`src/hw/rtl/apsc_pkg.sv`:
```
// Package for the archive path safety check: state type, reset value,
// reserved device name table and the helper functions shared by the core.
// No dependencies.
`timescale 1ns / 1ps

package apsc_pkg;

    // Bytes with a special role in a path.
    localparam logic [7:0] CHAR_SLASH     = 8'h2F;
    localparam logic [7:0] CHAR_BACKSLASH = 8'h5C;
    localparam logic [7:0] CHAR_COLON     = 8'h3A;
    localparam logic [7:0] CHAR_NUL       = 8'h00;
    localparam logic [7:0] CHAR_DOT       = 8'h2E;
    localparam logic [7:0] CHAR_SPACE     = 8'h20;
    localparam logic [7:0] CHAR_DIGIT_LO  = 8'h31;
    localparam logic [7:0] CHAR_DIGIT_HI  = 8'h39;
    localparam logic [7:0] CHAR_LOWER_A   = 8'h61;
    localparam logic [7:0] CHAR_LOWER_Z   = 8'h7A;
    localparam logic [7:0] CASE_OFFSET    = 8'h20;

    // Reserved names: CON, PRN, AUX, NUL, COM, LPT in bits 0 to 5.
    localparam int          NAME_COUNT = 6;
    localparam int          NAME_CHARS = 3;
    localparam logic [NAME_COUNT-1:0] CAND_ALL    = 6'h3F;
    localparam logic [NAME_COUNT-1:0] CAND_SHORT  = 6'h0F;
    localparam logic [NAME_COUNT-1:0] CAND_DEVNUM = 6'h30;

    localparam logic [7:0] NAME_TABLE [NAME_COUNT][NAME_CHARS] = '{
        '{8'h43, 8'h4F, 8'h4E},    // CON
        '{8'h50, 8'h52, 8'h4E},    // PRN
        '{8'h41, 8'h55, 8'h58},    // AUX
        '{8'h4E, 8'h55, 8'h4C},    // NUL
        '{8'h43, 8'h4F, 8'h4D},    // COM
        '{8'h4C, 8'h50, 8'h54}     // LPT
    };

    // Base length saturates here; three and four are the lengths of interest.
    localparam logic [2:0] BASE_SAT     = 3'd5;
    localparam logic [2:0] BASE_SHORT   = 3'd3;
    localparam logic [2:0] BASE_DEVNUM  = 3'd4;

    // Running state of the path scanner.
    typedef struct packed {
        logic                  rejected;
        logic                  at_path_start;
        logic                  component_nonempty;
        logic [2:0]            base_length;
        logic                  base_ended;
        logic [NAME_COUNT-1:0] name_candidates;
        logic                  trailing_char_bad;
        logic                  digit_ok;
    } apsc_state_t;

    localparam apsc_state_t STATE_RESET = '{
        rejected:           1'b0,
        at_path_start:      1'b1,
        component_nonempty: 1'b0,
        base_length:        3'd0,
        base_ended:         1'b0,
        name_candidates:    CAND_ALL,
        trailing_char_bad:  1'b0,
        digit_ok:           1'b0
    };

    // Mask of reserved names whose character at position pos equals up.
    function automatic logic [NAME_COUNT-1:0] name_match(
        input logic [7:0] up,
        input logic [1:0] pos
    );
        logic [NAME_COUNT-1:0] m;
        m = '0;
        for (int k = 0; k < NAME_COUNT; k++)
        begin
            m[k] = (NAME_TABLE[k][pos] == up);
        end
        return m;
    endfunction

    // True when the component described by s must be refused.
    function automatic logic component_bad(input apsc_state_t s);
        logic reserved;
        reserved = ((s.base_length == BASE_SHORT)
                    && ((s.name_candidates & CAND_SHORT) != '0))
                || ((s.base_length == BASE_DEVNUM)
                    && ((s.name_candidates & CAND_DEVNUM) != '0)
                    && s.digit_ok);
        return !s.component_nonempty || s.trailing_char_bad || reserved;
    endfunction

endpackage

```
`src/hw/rtl/apsc_step.sv`:
```
// Combinational next-state logic of the path scanner for one byte.
// Depends on apsc_pkg for the state type, name table and checks.
`timescale 1ns / 1ps

module apsc_step
    import apsc_pkg::*;
(
    input  apsc_state_t cur_state,
    input  logic [7:0]  byte_in,
    input  logic        last_in,
    output apsc_state_t next_state,
    output logic        safe
);

    logic        is_sep;
    logic        reject_now;
    logic [7:0]  up_byte;
    apsc_state_t comp_state;

    assign is_sep  = (byte_in == CHAR_SLASH) || (byte_in == CHAR_BACKSLASH);
    assign up_byte = ((byte_in >= CHAR_LOWER_A) && (byte_in <= CHAR_LOWER_Z))
                   ? (byte_in - CASE_OFFSET) : byte_in;

    // Component bookkeeping for a byte that is not a separator.
    always_comb
    begin
        comp_state = cur_state;
        comp_state.component_nonempty = 1'b1;
        comp_state.trailing_char_bad  = (byte_in == CHAR_DOT)
                                     || (byte_in == CHAR_SPACE);
        if (!cur_state.base_ended)
        begin
            if (byte_in == CHAR_DOT)
            begin
                comp_state.base_ended = 1'b1;
            end
            else
            begin
                if (cur_state.base_length < BASE_SHORT)
                begin
                    comp_state.name_candidates = cur_state.name_candidates
                        & name_match(up_byte, cur_state.base_length[1:0]);
                end
                else if (cur_state.base_length == BASE_SHORT)
                begin
                    comp_state.digit_ok = (byte_in >= CHAR_DIGIT_LO)
                                       && (byte_in <= CHAR_DIGIT_HI);
                end
                if (cur_state.base_length < BASE_SAT)
                begin
                    comp_state.base_length = cur_state.base_length + 3'd1;
                end
            end
        end
    end

    // Path-level checks and the choice of the following state.
    always_comb
    begin
        reject_now = cur_state.rejected
                  || (cur_state.at_path_start && is_sep)
                  || (byte_in == CHAR_COLON)
                  || (byte_in == CHAR_NUL);
        if (is_sep)
        begin
            reject_now = reject_now || component_bad(cur_state);
            next_state = STATE_RESET;
        end
        else
        begin
            reject_now = reject_now || (last_in && component_bad(comp_state));
            next_state = comp_state;
        end
        next_state.rejected      = reject_now;
        next_state.at_path_start = 1'b0;
        safe = !reject_now;
        // A finished path leaves everything as after reset.
        if (last_in)
        begin
            next_state = STATE_RESET;
        end
    end

endmodule

```
`src/hw/rtl/archive_path_safety_check_core.sv`:
```
// Top level of the archive path safety check: input register, scanner state,
// result register and handshakes. Depends on apsc_pkg and apsc_step.
//
//  channel   signals                               direction  width
//  input     in_valid, in_ready, path_byte,        in         8 + 1
//            end_of_path
//  result    out_valid, out_ready, path_is_safe    out        1
//
// One byte is taken every cycle while no final byte waits on a held result;
// the scanner state advances once per byte in a single pass of apsc_step
// between the input and result registers; the final byte's verdict is registered.
// Reset clears the valid bits and returns the scanner to the start of a path.
// A held result stalls only the final byte of the next path; other bytes
// keep flowing while the result waits.
`timescale 1ns / 1ps

module archive_path_safety_check_core
    import apsc_pkg::*;
(
    input  logic       clk,
    input  logic       rst_n,
    input  logic       in_valid,
    output logic       in_ready,
    input  logic [7:0] path_byte,
    input  logic       end_of_path,
    output logic       out_valid,
    input  logic       out_ready,
    output logic       path_is_safe
);

    logic        in_valid_reg;
    logic [7:0]  in_byte_reg;
    logic        in_last_reg;
    apsc_state_t state_reg;
    apsc_state_t state_next;
    logic        out_valid_reg;
    logic        out_safe_reg;
    logic        safe_next;
    logic        stage_fire;

    // The registered byte moves on unless it would produce a result that
    // has nowhere to go.
    assign stage_fire = in_valid_reg
                     && (!in_last_reg || !out_valid_reg || out_ready);
    assign in_ready   = !in_valid_reg || stage_fire;

    apsc_step u_step (
        .cur_state  (state_reg),
        .byte_in    (in_byte_reg),
        .last_in    (in_last_reg),
        .next_state (state_next),
        .safe       (safe_next)
    );

    // Input register.
    always_ff @(posedge clk or negedge rst_n)
    begin
        if (!rst_n)
        begin
            in_valid_reg <= 1'b0;
        end
        else if (in_ready)
        begin
            in_valid_reg <= in_valid;
        end
    end

    always_ff @(posedge clk)
    begin
        if (in_ready && in_valid)
        begin
            in_byte_reg <= path_byte;
            in_last_reg <= end_of_path;
        end
    end

    // Scanner state.
    always_ff @(posedge clk or negedge rst_n)
    begin
        if (!rst_n)
        begin
            state_reg <= STATE_RESET;
        end
        else if (stage_fire)
        begin
            state_reg <= state_next;
        end
    end

    // Result register.
    always_ff @(posedge clk or negedge rst_n)
    begin
        if (!rst_n)
        begin
            out_valid_reg <= 1'b0;
        end
        else if (stage_fire && in_last_reg)
        begin
            out_valid_reg <= 1'b1;
        end
        else if (out_ready)
        begin
            out_valid_reg <= 1'b0;
        end
    end

    always_ff @(posedge clk)
    begin
        if (stage_fire && in_last_reg)
        begin
            out_safe_reg <= safe_next;
        end
    end

    assign out_valid    = out_valid_reg;
    assign path_is_safe = out_safe_reg;

    // A finished path leaves the scanner as after reset.
    a_path_end_resets: assert property (@(posedge clk) disable iff (!rst_n)
        stage_fire && in_last_reg |=> state_reg == STATE_RESET)
        else $error("scanner state not cleared after final byte");

    // A stalled byte in the input register is kept.
    a_stall_holds: assert property (@(posedge clk) disable iff (!rst_n)
        in_valid_reg && !stage_fire |=> in_valid_reg && $stable(in_byte_reg))
        else $error("stalled byte lost");

    // Base length never passes its saturation value.
    a_base_sat: assert property (@(posedge clk) disable iff (!rst_n)
        state_reg.base_length <= BASE_SAT)
        else $error("base length above saturation");

    // The digit flag can only be set once four base bytes have been seen.
    a_digit_len: assert property (@(posedge clk) disable iff (!rst_n)
        state_reg.digit_ok |-> state_reg.base_length >= BASE_DEVNUM)
        else $error("digit flag set with a short base");

endmodule
```
`config.mk`:
```
export PLATFORM = sky130hd
export DESIGN_NAME = archive_path_safety_check_core
export DESIGN_NICKNAME = d
export VERILOG_FILES = /design/src/hw/rtl/apsc_pkg.sv /design/src/hw/rtl/apsc_step.sv /design/src/hw/rtl/archive_path_safety_check_core.sv
export SDC_FILE = /design/constraint.sdc
export NUM_CORES = 1
export LEC_CHECK = 0
export BUFFER_PORTS_ARGS = -buffer_cell sky130_fd_sc_hd__buf_2
export CAP_MARGIN = 5
export CORE_MARGIN = 2
export CORE_UTILIZATION = 35
export CTS_CLUSTER_DIAMETER = 200
export CTS_CLUSTER_SIZE = 24
export DETAILED_ROUTE_END_ITERATION = 10
export GPL_TIMING_DRIVEN = 0
export PLACE_DENSITY_LB_ADDON = 0.1
export SLEW_MARGIN = 5
export SYNTH_ARGS = -nofsm -noshare
export SYNTH_HDL_FRONTEND = slang
export SYNTH_HIERARCHICAL = 1
export SYNTH_SLANG_ARGS = --single-unit
```
`constraint.sdc`:
```
create_clock -name clk -period 2.27 [get_ports clk]
set_input_delay 0.454 -clock clk [delete_from_list [all_inputs] [get_ports clk]]
set_output_delay 0.454 -clock clk [all_outputs]
set_load 0.01 [all_outputs]
```
### Yosys cells after proc, flatten, opt, wreduce, memory -nomap -nowiden

Index checks and enable logic that the tools add are counted.

* flip-flop bits (word level): 27
* latch bits: 0
* bits in writable memories: 0
* bits in read-only memories: 0
* word-level logic and storage cells: 112
* memories: 0

* $add $sub $neg: 2
* multipliers: 0
* div/mod/pow operators: 0
* magnitude comparators: 7
* eq/ne operators: 15
* shift operators: 0
* multiplexer cells: 34
* bitwise logic cells: 2
* reduce and logical (&&, ||, !) cells: 39

Operators by type and width (number)
* $mux W8: 13
* $bmux W8 S2: 6
* $eq A8 B8 Y1: 6
* $eq A8 B6 Y1 const B: 4
* $reduce_bool A6 Y1: 4
* $logic_or A1 B1 Y1: 15
* $mux W15: 1
* $logic_and A1 B1 Y1: 13
* $mux W13: 1
* $mux W6: 2
* $mux W10: 1
* $eq A8 B7 Y1 const B: 1
* $ge A8 B6 Y1 const B: 1
* $ge A8 B7 Y1 const B: 1
* $le A8 B6 Y1 const B: 1
* $le A8 B7 Y1 const B: 1
* $logic_not A8 Y1: 1
* $mux W1: 8
* $sub A8 B6 Y8 const B: 1
* $and A6 B6 Y6: 1
* $eq A3 B2 Y1 const B: 2
* $eq A3 B3 Y1 const B: 2
* $mux W3: 2
* $logic_not A1 Y1: 5
* 6 further kinds: 6

### Longest topological paths before layout

* depth after elaboration: 18
* gate-level depth with buffers: 10
* gate-level depth less buffers: 9

### By module

The synthesis kept the hierarchy.

By module, submodules not included
* archive_path_safety_check_core: instances 1, cells an instance 106, area each 1305.0 µm², sequential area each 734.5 µm²
* apsc_step: instances 1, cells an instance 140, area each 958.4 µm², sequential area each 0.0 µm²

### Worst setup path before layout

Ideal clock, no wire load.

* path type: reg-to-reg
* start: reg state_reg[10] in the netlist's numbering
* end: reg out_safe_reg, in the netlist path_is_safe, data pin
* arrival: 2.225 ns
* data required time: 2.007 ns
* path slack: -0.218 ns
* cell stages (with the launch flop): 10
* buffers on the path: 2
* path through: dfrtp_1 -> clkbuf_1 -> inv_1 -> ha_1 -> clkbuf_1 -> or3_1 -> a21oi_1 -> a32oi_1 -> a221oi_1 -> o31ai_1

* word-level cells in the longest chain between the ends: 18

RTL lines
* start: declaration: RTL line archive_path_safety_check_core.sv:34 `apsc_state_t state_reg;`
* start signal: assignment: RTL line archive_path_safety_check_core.sv:86 `state_reg <= state_next;`
* $not A2 Y3 (not written as such): RTL line apsc_pkg.sv:74 `m[k] = (NAME_TABLE[k][pos] == up);`
* $bmux W8 S2: RTL line apsc_pkg.sv:74
* $mux W8 (not written as such) (2 in a row): RTL line apsc_pkg.sv:74
* $eq A8 B8 Y1: RTL line apsc_pkg.sv:74
* $and A6 B6 Y6: RTL line apsc_step.sv:42 `& name_match(up_byte, cur_state.base_length[1:0]);`
* $mux W6: RTL line apsc_step.sv:39 `if (cur_state.base_length < BASE_SHORT)`
* $mux W6: RTL line apsc_step.sv:33 `if (byte_in == CHAR_DOT)`
* $mux W10: RTL line apsc_step.sv:31 `if (!cur_state.base_ended)`
* [... 2 more ...]
* $logic_and A1 B1 Y1: RTL line apsc_pkg.sv:86 `&& s.digit_ok);`
* $logic_or A1 B1 Y1: RTL line apsc_pkg.sv:84 `|| ((s.base_length == BASE_DEVNUM)`
* $logic_or A1 B1 Y1: RTL line apsc_pkg.sv:87 `return !s.component_nonempty || s.trailing_char_bad || reserved;`
* $logic_and A1 B1 Y1: RTL line apsc_step.sv:71 `reject_now = reject_now || (last_in && component_bad(comp_state));`
* $logic_or A1 B1 Y1: RTL line apsc_step.sv:71
* $mux W1 *: RTL line apsc_step.sv:64 `if (is_sep)`
* $logic_not A1 Y1 *: RTL line apsc_step.sv:76 `safe = !reject_now;`
* named net safe_next: RTL line archive_path_safety_check_core.sv:38 `logic safe_next;`
* end signal: assignment: RTL line archive_path_safety_check_core.sv:111 `out_safe_reg <= safe_next;`
* end: declaration: RTL line archive_path_safety_check_core.sv:37 `logic out_safe_reg;`

The timed path passes the listed nets; every way through them passes the cells marked *. The select of a mux whose other input is x is not followed.
A chain may end at the register's enable or synchronous reset.

### Worst setup path after layout

* start: reg state_reg[9] in the netlist's numbering
* end: reg out_safe_reg, in the netlist path_is_safe, data pin

Same word-level chain as after synthesis.

==> reports/metrics.cfg <==
[timing]
period_minus_slack_ps = 2281
timing.setup.tns_ps = -10.74
finalHoldViolations = 0
worst_pin_slew_ps = 453.9
period_share = 1.005
fin_worst_skew_ps = 20.05
rsz0062_at_grt = true
fmax_mhz = 438.5
maxSlewViolCount = 0
setup_viol = 1
relSlewSlack = 0.6974
fin_ws_ps = -10.74

[finish]
mostFrequentLayoutCells = nand2_1 (28), buf_2 (23), nand2b_1 (17)
drive_gt1_frac = 0.3548
nets = 300
area_growth_pct = 22.72
n_antenna_cell = 0
final_core_utilization = 0.4400
final_common_cell = nand2_1
largest_reg_flops = 15
num-fill-cells = 636

[route]
wl_per_cell_um = 17.01
vias = 1992
via_per_inst = 5.596
drt_iter0_drc = 198
wl_mm = 6.055
drtPass1Iterations = 4
final_antenna_net_count = 0
drcViolationCount = 0

[outcome]
status = finished, violations left
violations = negative setup slack

[power]
peakVddDrop_v = 0.0003751
power_mw = 2.016
p_sw_frac = 0.4014
clock_power_share = 0.146
p_switching_mw = 0.8093
combPwrFrac = 0.509
power_density_nw_per_um2 = 725.9
p_leak_nw = 1.076
p_int_mw = 1.207
pwr-share-seq = 0.345

[setup_path]
r2r_end = path_is_safe$_DFFE_PP_
critPathMaxStageDelay_ps = 440
cpMaxStageDelayCell = dfrtp_2
crit_path_start = state_reg[9]$_DFFE_PN0P_
worstSetupEndpointType = flop
cpMostUsedCell = buf_6
r2r_setup_slack_ps = -10
cp_cell_sequence = buf_6 > ha_4 > buf_6 > xnor2_2 > nand4_1 > o31ai_4 > a32oi_2 > a221oi_2 > o31ai_2
required_ps = 2310
path_max_fanout = 3
cp.arrival_ps = 2320
crit_end = path_is_safe$_DFFE_PP_
criticalPathCategory = flop to flop
startpoint_type = flop
worstRegToRegCells = 9
regToRegStartpoint = state_reg[9]$_DFFE_PN0P_

[clocking]
cts_sinks = 27
cts_root_buffer = clkbuf_8
path_clk_slew_ps = 120
tritoncts = yes
cts-htree-levels = 1
ctsHoldBuffers = 0
cts_buffer_depth = 2
insertion_delay_ps = 290
cts_buffers = 3

[synthesis]
synth_edf_count = 10
synthCells = 246
synth_cell_types = 56
yosysTopAreaCellShare = 0.1327
syn_area_per_cell_um2 = 9.201
synth.top_cells.by_area = edfxtp_1 (13%), dfrtp_1 (11%), dfstp_2 (8.1%)
syn_nets = 266
ys.warnings.count = 6
yosys.area.top_type = edfxtp_1
ys_seq_area_frac = 0.3245
synth_area_um2 = 2263
synth_seq_cells = 27
ys_async_sr_fraction = 0.6296
synth-main-ff-cell = edfxtp_1

[grt]
grt-ovfl-total = 0
grt_usage = 0.1760
grt_first_pass_wirelength_mm = 10.16
grt_max_degree = 18
antenna_found_initial = 0
grt_pass1_vias = 1983

[placement]
dp_hpwl_mm = 4.334
port_buffers = 15
pre_cts_slack_ps = -374.4
gp_congestion = 0.7659

[floorplan]
start_util = 0.3585
die_w_um = 84.42
die_area_um2 = 7126
boundaryPins = 16
rows = 29
die_y_um = 84.42
coreArea_um2 = 6314

[job]
max_cap_viol_count = 0

[worst_hold_path]
hp-class = input pin to async pin

cells in the mapped netlist (all sizes together) (3+ instances only):
| cell | instances |
|---|---|
| dfrtp | 10 |
| inv | 7 |
| clkbuf | 8 |
| o31ai | 3 |
| ha | 7 |
| nor4 | 3 |
| nand2b | 17 |
| a21oi | 7 |
| o211ai | 16 |
| nand4 | 6 |
| nand3 | 9 |
| xor2 | 8 |
| o21ai | 5 |
| nand2 | 29 |
| nor4b | 3 |
| a32oi | 5 |
| nand4b | 15 |
| edfxtp | 10 |
| nor2 | 16 |
| dfstp | 7 |
| buf | 15 |
| a41oi | 3 |
| xnor2 | 6 |
| or3 | 4 |
| a211oi | 3 |
per-stage QoR:
stage / hold WS (ps) / std cells / area, µm²
finish: 82.49 / 356 / 2778
global route: 111.0 / 356 / 2778
CTS: 98.34 / 348 / 2660
detailed placement: 415.3 / 338 / 2469
global placement: 425.4 / 338 / 2469
floorplan: 158.4 / 246 / 2297
how the worst min path moves through the flow:
stage	start	to	slack, ps	cells past startpoint
final	rst_n	state_reg[14]$_DFFE_PN0P_	80	1
after global routing	rst_n	state_reg[12]$_DFFE_PN0P_	110	1
after CTS	rst_n	state_reg[14]$_DFFE_PN0P_	100	1
after detailed placement	rst_n	state_reg[14]$_DFFE_PN0P_	420	1
after global placement	rst_n	state_reg[14]$_DFFE_PN0P_	430	1
after floorplan	rst_n	in_valid_reg$_DFFE_PN0P_	160	0
power groups by stage:
stage          Clock [mW]  Sequential [mW]  Combinational [mW]
2_1_floorplan           0            0.662               0.650
3_3_place_gp            0            0.696               0.828
3_5_place_dp            0            0.694               0.822
4_1_cts             0.308            0.693               0.938
5_1_grt             0.322            0.711                1.13
6_report            0.295            0.696                1.03
layer usage:
metal,track usage,up-vias,share of wire
li1,-,976,-
met1,0.2567,976,0.48
met2,0.2771,34,0.47
met3,0.02557,6,0.034
met4,0.04040,0,0.011
met5,0,-,0
area by class of cell:
class,count,area (µm²),area share
Tap cell,77,96.34,0.03468
Clock inverter,1,6.256,0.002252
Multi-Input combinational cell,189,1496,0.5387
Buffer,21,162.7,0.05856
Inverter,7,31.28,0.01126
Timing Repair Buffer,31,206.4,0.07432
Sequential cell,27,737.0,0.2653
Clock buffer,3,41.29,0.01486
critical path, delay by kind of cell (launching register included):
kind	cells	cell delay [ps]
fa+ha+maj	1	160
buf+inv	2	250
simple gates	1	150
xor+xnor	1	100
flops	1	440
compound gates	4	960
cells by family (layout without fill, tap and decap cells):
| group | count (synthesis) | after routing | share of synthesized area |
|---|---|---|---|
| and+or+nand+nor | 115 | 115 | 0.2996 |
| adders and majority gates | 7 | 7 | 0.03869 |
| xor gates and xnor gates | 14 | 14 | 0.05749 |
| AOI/OAI and AO/OA | 52 | 52 | 0.2012 |
| buffers and inverters | 30 | 63 | 0.07408 |
| muxes | 1 | 1 | 0.004423 |
| DFF | 27 | 27 | 0.3245 |
what timing repair did:
action / CTS / global route
setup endpoints to repair: 2 / 8
buffers inserted: 8 / 8
pin swaps: 7 / 4
gates resized for setup: 19 / 13
Note: power is estimated with default switching activity, not from simulation.
